==> config.mk <==
export PLATFORM = sky130hd
export DESIGN_NAME = stbs_ctrl
export DESIGN_NICKNAME = d
export VERILOG_FILES = /design/src/hdl/stbs_pkg.sv /design/src/hdl/stbs_ctrl.sv
export SDC_FILE = /design/constraint.sdc
export NUM_CORES = 1
export LEC_CHECK = 0
export ABC_AREA = 1
export CAP_MARGIN = 5
export CORE_MARGIN = 2
export CORE_UTILIZATION = 65
export DETAILED_ROUTE_END_ITERATION = 10
export DONT_BUFFER_PORTS = 1
export MAX_ROUTING_LAYER = met4
export PLACE_DENSITY = 0.86
export SLEW_MARGIN = 20
export SYNTH_ARGS = -nofsm -noshare
export SYNTH_HDL_FRONTEND = slang
export SYNTH_SLANG_ARGS = --single-unit
export TNS_END_PERCENT = 5
==> constraint.sdc <==
create_clock -name clk -period 4.5 [get_ports clk]
set_input_delay 1.35 -clock clk [delete_from_list [all_inputs] [get_ports clk]]
set_output_delay 1.35 -clock clk [all_outputs]
set_load 0.01 [all_outputs]
==> src/hdl/stbs_pkg.sv <==
// Package for the sorted-table binary search block.
// Holds field widths, word layout, request codes and the controller state type.
// No dependencies.
`timescale 1ns / 1ps

package stbs_pkg;

  localparam int TABLE_DEPTH_DEF = 1024;
  localparam int DATA_WIDTH_DEF  = 32;

  localparam int CFG_W   = 11;
  localparam int IDX_W   = 10;
  localparam int FIELD_W = 32;
  localparam int POS_W   = 10;

  // in_tdata: write_index, entry_value, search_key from bit 0 up
  localparam int IN_IDX_LSB   = 0;
  localparam int IN_VAL_LSB   = IN_IDX_LSB + IDX_W;
  localparam int IN_KEY_LSB   = IN_VAL_LSB + FIELD_W;
  localparam int IN_USED_W    = IN_KEY_LSB + FIELD_W;
  localparam int IN_TDATA_W   = ((IN_USED_W + 7) / 8) * 8;
  localparam int OUT_TDATA_W  = ((POS_W + 7) / 8) * 8;

  typedef enum logic {
    REQ_WRITE  = 1'b0,
    REQ_SEARCH = 1'b1
  } req_type_t;

  typedef enum logic [2:0] {
    ST_IDLE = 3'b001,
    ST_CMP  = 3'b010,
    ST_DONE = 3'b100
  } state_t;

endpackage

==> src/hdl/stbs_ctrl.sv <==
// Search controller for the sorted-table binary search block.
// Runs the probe sequence against stbs_mem and holds the output register. Uses stbs_pkg.
`timescale 1ns / 1ps

module stbs_ctrl #(
  parameter int TABLE_DEPTH = stbs_pkg::TABLE_DEPTH_DEF,
  parameter int DATA_WIDTH  = stbs_pkg::DATA_WIDTH_DEF,
  localparam int AW = $clog2(TABLE_DEPTH)
) (
  input  logic                          clk,
  input  logic                          rst_n,
  input  logic                          cfg_wr_en,
  input  logic [stbs_pkg::CFG_W-1:0]    cfg_wr_data,
  input  logic                          in_tvalid,
  output logic                          in_tready,
  input  logic [stbs_pkg::IN_TDATA_W-1:0] in_tdata,
  input  logic                          in_tuser,
  output logic                          out_tvalid,
  input  logic                          out_tready,
  output logic [stbs_pkg::OUT_TDATA_W-1:0] out_tdata,
  output logic                          out_tuser,
  output logic                          mem_wr_en,
  output logic [AW-1:0]                 mem_wr_addr,
  output logic [DATA_WIDTH-1:0]         mem_wr_data,
  output logic [AW-1:0]                 mem_rd_addr,
  input  logic [DATA_WIDTH-1:0]         mem_rd_data
);

  localparam int CNT_W = AW + 1;

  stbs_pkg::state_t state_r, state_nxt;
  logic [stbs_pkg::CFG_W-1:0]  count_r;
  logic [AW-1:0]               low_r, low_nxt;
  logic [AW-1:0]               high_r, high_nxt;
  logic [AW-1:0]               mid_r, mid_nxt;
  logic [DATA_WIDTH-1:0]       key_r, key_nxt;
  logic                        hit_r, hit_nxt;
  logic                        out_valid_r;
  logic                        out_found_r;
  logic [stbs_pkg::POS_W-1:0]  out_pos_r;

  logic [stbs_pkg::IDX_W-1:0]   in_idx;
  logic [stbs_pkg::FIELD_W-1:0] in_val;
  logic [stbs_pkg::FIELD_W-1:0] in_key;
  logic [63:0]                  val_ext;
  logic [63:0]                  key_ext;
  logic                         in_accept;
  logic                         wr_in_range;
  logic [CNT_W-1:0]             n_sat;
  logic [AW-1:0]                first_high;
  logic [CNT_W-1:0]             sum_up;
  logic [CNT_W-1:0]             sum_dn;
  logic [AW-1:0]                mid_up;
  logic [AW-1:0]                mid_dn;
  logic                         ent_lt;
  logic                         ent_gt;
  logic                         res_take;

  assign in_idx  = in_tdata[stbs_pkg::IN_IDX_LSB +: stbs_pkg::IDX_W];
  assign in_val  = in_tdata[stbs_pkg::IN_VAL_LSB +: stbs_pkg::FIELD_W];
  assign in_key  = in_tdata[stbs_pkg::IN_KEY_LSB +: stbs_pkg::FIELD_W];
  assign val_ext = {{32{in_val[31]}}, in_val};
  assign key_ext = {{32{in_key[31]}}, in_key};

  assign in_tready   = (state_r == stbs_pkg::ST_IDLE);
  assign in_accept   = in_tvalid && in_tready;
  assign wr_in_range = 32'(in_idx) < TABLE_DEPTH;
  assign n_sat       = (32'(count_r) > TABLE_DEPTH) ? CNT_W'(TABLE_DEPTH) : CNT_W'(count_r);
  assign first_high  = AW'(n_sat - CNT_W'(1));

  assign mem_wr_en   = in_accept && (in_tuser == stbs_pkg::REQ_WRITE) && wr_in_range;
  assign mem_wr_addr = AW'(32'(in_idx));
  assign mem_wr_data = val_ext[DATA_WIDTH-1:0];

  // candidate next probes, ready before the compare resolves
  assign sum_up = {1'b0, mid_r} + {1'b0, high_r} + CNT_W'(1);
  assign sum_dn = {1'b0, low_r} + {1'b0, mid_r} - CNT_W'(1);
  assign mid_up = sum_up[AW:1];
  assign mid_dn = sum_dn[AW:1];

  assign ent_lt = $signed(mem_rd_data) < $signed(key_r);
  assign ent_gt = $signed(mem_rd_data) > $signed(key_r);

  assign res_take = (state_r == stbs_pkg::ST_DONE) && (!out_valid_r || out_tready);

  always_comb begin
    state_nxt   = state_r;
    low_nxt     = low_r;
    high_nxt    = high_r;
    mid_nxt     = mid_r;
    key_nxt     = key_r;
    hit_nxt     = hit_r;
    mem_rd_addr = first_high >> 1;
    case (state_r)
      stbs_pkg::ST_IDLE: begin
        if (in_accept && (in_tuser == stbs_pkg::REQ_SEARCH)) begin
          key_nxt  = key_ext[DATA_WIDTH-1:0];
          hit_nxt  = 1'b0;
          low_nxt  = '0;
          high_nxt = first_high;
          mid_nxt  = first_high >> 1;
          if (n_sat == '0) begin
            state_nxt = stbs_pkg::ST_DONE;
          end else begin
            state_nxt = stbs_pkg::ST_CMP;
          end
        end
      end
      stbs_pkg::ST_CMP: begin
        if (ent_lt) begin
          mem_rd_addr = mid_up;
          low_nxt     = mid_r + AW'(1);
          mid_nxt     = mid_up;
          if (mid_r >= high_r) begin
            state_nxt = stbs_pkg::ST_DONE;
          end
        end else if (ent_gt) begin
          mem_rd_addr = mid_dn;
          high_nxt    = mid_r - AW'(1);
          mid_nxt     = mid_dn;
          if (mid_r <= low_r) begin
            state_nxt = stbs_pkg::ST_DONE;
          end
        end else begin
          mem_rd_addr = mid_r;
          hit_nxt     = 1'b1;
          state_nxt   = stbs_pkg::ST_DONE;
        end
      end
      stbs_pkg::ST_DONE: begin
        mem_rd_addr = mid_r;
        if (res_take) begin
          state_nxt = stbs_pkg::ST_IDLE;
        end
      end
      default: begin
        state_nxt = stbs_pkg::ST_IDLE;
      end
    endcase
  end

  always_ff @(posedge clk) begin
    if (!rst_n) begin
      state_r     <= stbs_pkg::ST_IDLE;
      count_r     <= '0;
      out_valid_r <= 1'b0;
    end else begin
      state_r <= state_nxt;
      if (cfg_wr_en) begin
        count_r <= cfg_wr_data;
      end
      if (res_take) begin
        out_valid_r <= 1'b1;
      end else if (out_tready) begin
        out_valid_r <= 1'b0;
      end
    end
  end

  always_ff @(posedge clk) begin
    low_r  <= low_nxt;
    high_r <= high_nxt;
    mid_r  <= mid_nxt;
    key_r  <= key_nxt;
    hit_r  <= hit_nxt;
    if (res_take) begin
      out_found_r <= hit_r;
      out_pos_r   <= hit_r ? stbs_pkg::POS_W'(32'(mid_r)) : '0;
    end
  end

  assign out_tvalid = out_valid_r;
  assign out_tuser  = out_found_r;
  assign out_tdata  = stbs_pkg::OUT_TDATA_W'(out_pos_r);

endmodule

==> impl_results.md <==
- 1st-pass router iterations: 6
- Layout cell share with drive strength beyond 1: 11.04%
- Hold endpoint: count_r[1]
- Final Hold Viols: 0
- Fin area: 7142 um2
- Ports: 201
- Clk sinks: 89
- Skew-Pair Late Insertion Delay: 0.38 ns
- Vias/cell: 5.803
- Maximum VDD drop: 0.2146 mV
- Met1 usage: 33.35%
- EDFF count, synth: 74
- Worst setup SP type: input pin
- CP Max Fanout: 6
- Met2 Use GR: 49.46%
- Drt total wl: 16440 um
- Fin cells: 960
- Status: finished, final reports clean
- Power Total: 3500 uW
- Synth Instances: 837
- Relative slew slack: 33.67%
- Reg clk slew, reported paths: 0.08 ns
- Crit path time final: 4.449 ns
- Hold Path Origin: count_r[1]
- Critical path arrival: 3.10 ns
- Antenna Diode Count: 0
- DRT iter0 DRCs: 452
- FP Rows: 37
- Synth Register Bits: 89
- Top_reg_cell synth: edfxtp_1
- Chip width: 107.0 um
- Via count: 5571
- Critical setup path kind: input pin to output port
- Met3 usage: 6.930%
- Slew Limit Fails: 0
- Core box area: 10320 um2
- Synth-to-Final Area Change: 3.518%
- Grt ovf: 0
- Cell count of the worst hold path: 2
- Required @ worst endpoint: 3.15 ns
- Gpl congestion: 0.9361
- Vias in the first global route: 5374
- Syn Area/Cell: 8.243 um2
- Clk buf depth: 2
- FF-to-FF path depth: 14
- Port Buf Inserts: 0
- Slew of the pin with the lowest slew margin: 0.9913 ns
- Final Util: 69.18%
- Initial cell density of the core: 66.83%
- Post-CTS Hold Buffers: 0
- Busiest grt layer: met2
- Reg-to-Reg Start: mid_r[3]
- Multi-input logic area: 3503 um2
- R2R setup slack: 1.59 ns
- Root Buffer: clkbuf_8
- CTS tree: built
- Filler Cells Inserted: 781
- Ys async rst share: 0%
- Worst min path class: flop to flop
- HPWL after DPL: 12660 um
- Max-Cap Viols: 0
- First-pass GRT wire length: 25500 um
- DR WL/cell: 17.13 um
- Final Cycle Share: 98.88%
- Post-route ant nets: 0
- Leak pwr: 0.003433 uW
- All-Layer GR Usage: 29.48%
- Area post-placement: 6838 um2
- Fin nets: 1034
- Initial antenna violation count: 0
- Worst Skew: 0.01414 ns
- Largest net degree at the start of global routing: 34
- DRC: 0
- Count of final setup violators: 0
- Register Area: 2522 um2
- Element type at the critical path end: output port
- CTS buffer count: 9
- Pwr per Cell Area: 490.0 nW/um2
- Die Y: 107.0 um
- RSZ-0062 raised after global routing: true
- Netlist Area Pre-Place: 6899 um2
- Placed cell count: 940
- Synth cell types: 48
- Syn. warnings: 0
- F_max: 224.7 MHz
- Die ar.: 11450 um2
- RR Endpoint: mid_r[7]
- Max H-tree Level: 3
- Seq/Total Area, Yosys: 36.56%
[state kept, by name (all words and copies together), names as in the netlist]
register,flops
count_r,11
high_r,10
hit_r,1
key_r,32
low_r,10
mid_r,10
out_pos_r,10
out_tuser,1
out_tvalid,1
state_r,3
[synth_stat cells (all sizes together), types with 3 or more instances]
library cell / instances / share of area (%)
nand2: 155 / 9.2
inv: 148 / 8.1
ha: 84 / 15
edfxtp: 74 / 32
nor2: 69 / 4.2
buf: 53 / 5.7
a21oi: 48 / 3.6
o21ai: 42 / 3.1
nand3: 40 / 3.1
xor2: 17 / 2.2
nand4: 16 / 1.5
dfxtp: 15 / 4.4
nor3: 14 / 1.3
o211ai: 7 / 0.83
or2: 7 / 0.63
xnor2: 7 / 0.89
clkbuf: 6 / 0.33
clkinv: 5 / 0.27
o21bai: 5 / 0.54
nor4: 4 / 0.36
a31oi: 3 / 0.27
o21a: 3 / 0.33
[what timing repair did]
action | CTS | global route
setup buffers | 0 | 4
setup endpoints to repair | 3 | 10
gates resized for setup | 4 | 21
pin swaps | 1 | 6
hold endpoints to repair | 0 | 0
[through the flow]
stage / setup WS (ns) / hold WS, ns / setup TNS [ns]
3_3_place_gp: 0.07292 / 0.4815 / 0
5_1_grt: -0.07800 / 0.5352 / -0.2814
6_report: 0.05051 / 0.5067 / 0
3_5_place_dp: -0.001055 / 0.5020 / -0.001055
2_1_floorplan: 0.3018 / 0.4244 / 0
4_1_cts: -0.009855 / 0.5144 / -0.009855
[final cells by class]
| cell class | instances | area share [%] |
|---|---|---|
| inverters | 153 | 8.041 |
| clock inverters | 3 | 0.6307 |
| well taps | 136 | 2.383 |
| flip-flops and latches | 89 | 35.32 |
| multi-input cells | 541 | 49.05 |
| clock buffers | 13 | 1.945 |
| repair buffers | 25 | 2.628 |
[critical path, stage by stage]
cell     delay (ns)
ha_1           0.28
nand2_1        0.08
nor2_2         0.14
nand4_1        0.12
inv_2          0.10
nand2_1        0.07
nand2_2        0.08
nand2_2        0.07
nand2_2        0.09
nand2_2        0.06
nand2_4        0.11
nand2_4        0.08
or2_1          0.24
nand4_1        0.22
[worst max-delay path by stage]
stage / depth (start not counted) / from / end
CTS: 13 / mid_r[1] / mem_rd_addr[6]
global placement: 15 / mem_rd_data[15] / mem_rd_addr[9]
global route: 11 / mem_rd_data[31] / mem_rd_addr[7]
floorplan: 12 / mem_rd_data[31] / mem_rd_addr[4]
finish: 14 / mem_rd_data[15] / mem_rd_addr[4]
detailed placement: 15 / mem_rd_data[15] / mem_rd_addr[9]
[cell families (layout without fill, tap and decap cells)]
family | after synthesis | count (layout) | share of synthesized area, %
xor+xnor | 24 | 24 | 3.047
compound gates | 116 | 116 | 9.594
fa+ha+maj | 86 | 86 | 15.81
other cells | 1 | 6 | 0.05435
flops | 89 | 89 | 36.56
buf+inv | 212 | 194 | 14.33
simple gates | 309 | 309 | 20.60
[placed cells by master (no fill, tap or decap), drive strengths merged, types with 6 or more instances in the layout]
cell / instances
nor3: 14
buf: 25
clkbuf: 13
nand2: 155
xor2: 17
nor2: 69
xnor2: 7
o21ai: 42
a21oi: 48
edfxtp: 74
conb: 6
or2: 7
inv: 148
dfxtp: 15
nand3: 40
o211ai: 7
ha: 84
nand4: 16
[power by group]
part / internal [uW] / switching [uW] / total [uW] / leakage (uW)
registers: 1070 / 69.4 / 1140 / 0.000810
logic: 624 / 1190 / 1810 / 0.00254
clock network: 258 / 293 / 551 / 0.0000839
[per-layer routing]
metal	part of all wire, %	vias up
met5	0	-
met4	4.4	0
met3	8.7	89
met2	49	299
met1	38	2534
li1	-	2649
Power figures use the tool's default switching activity.
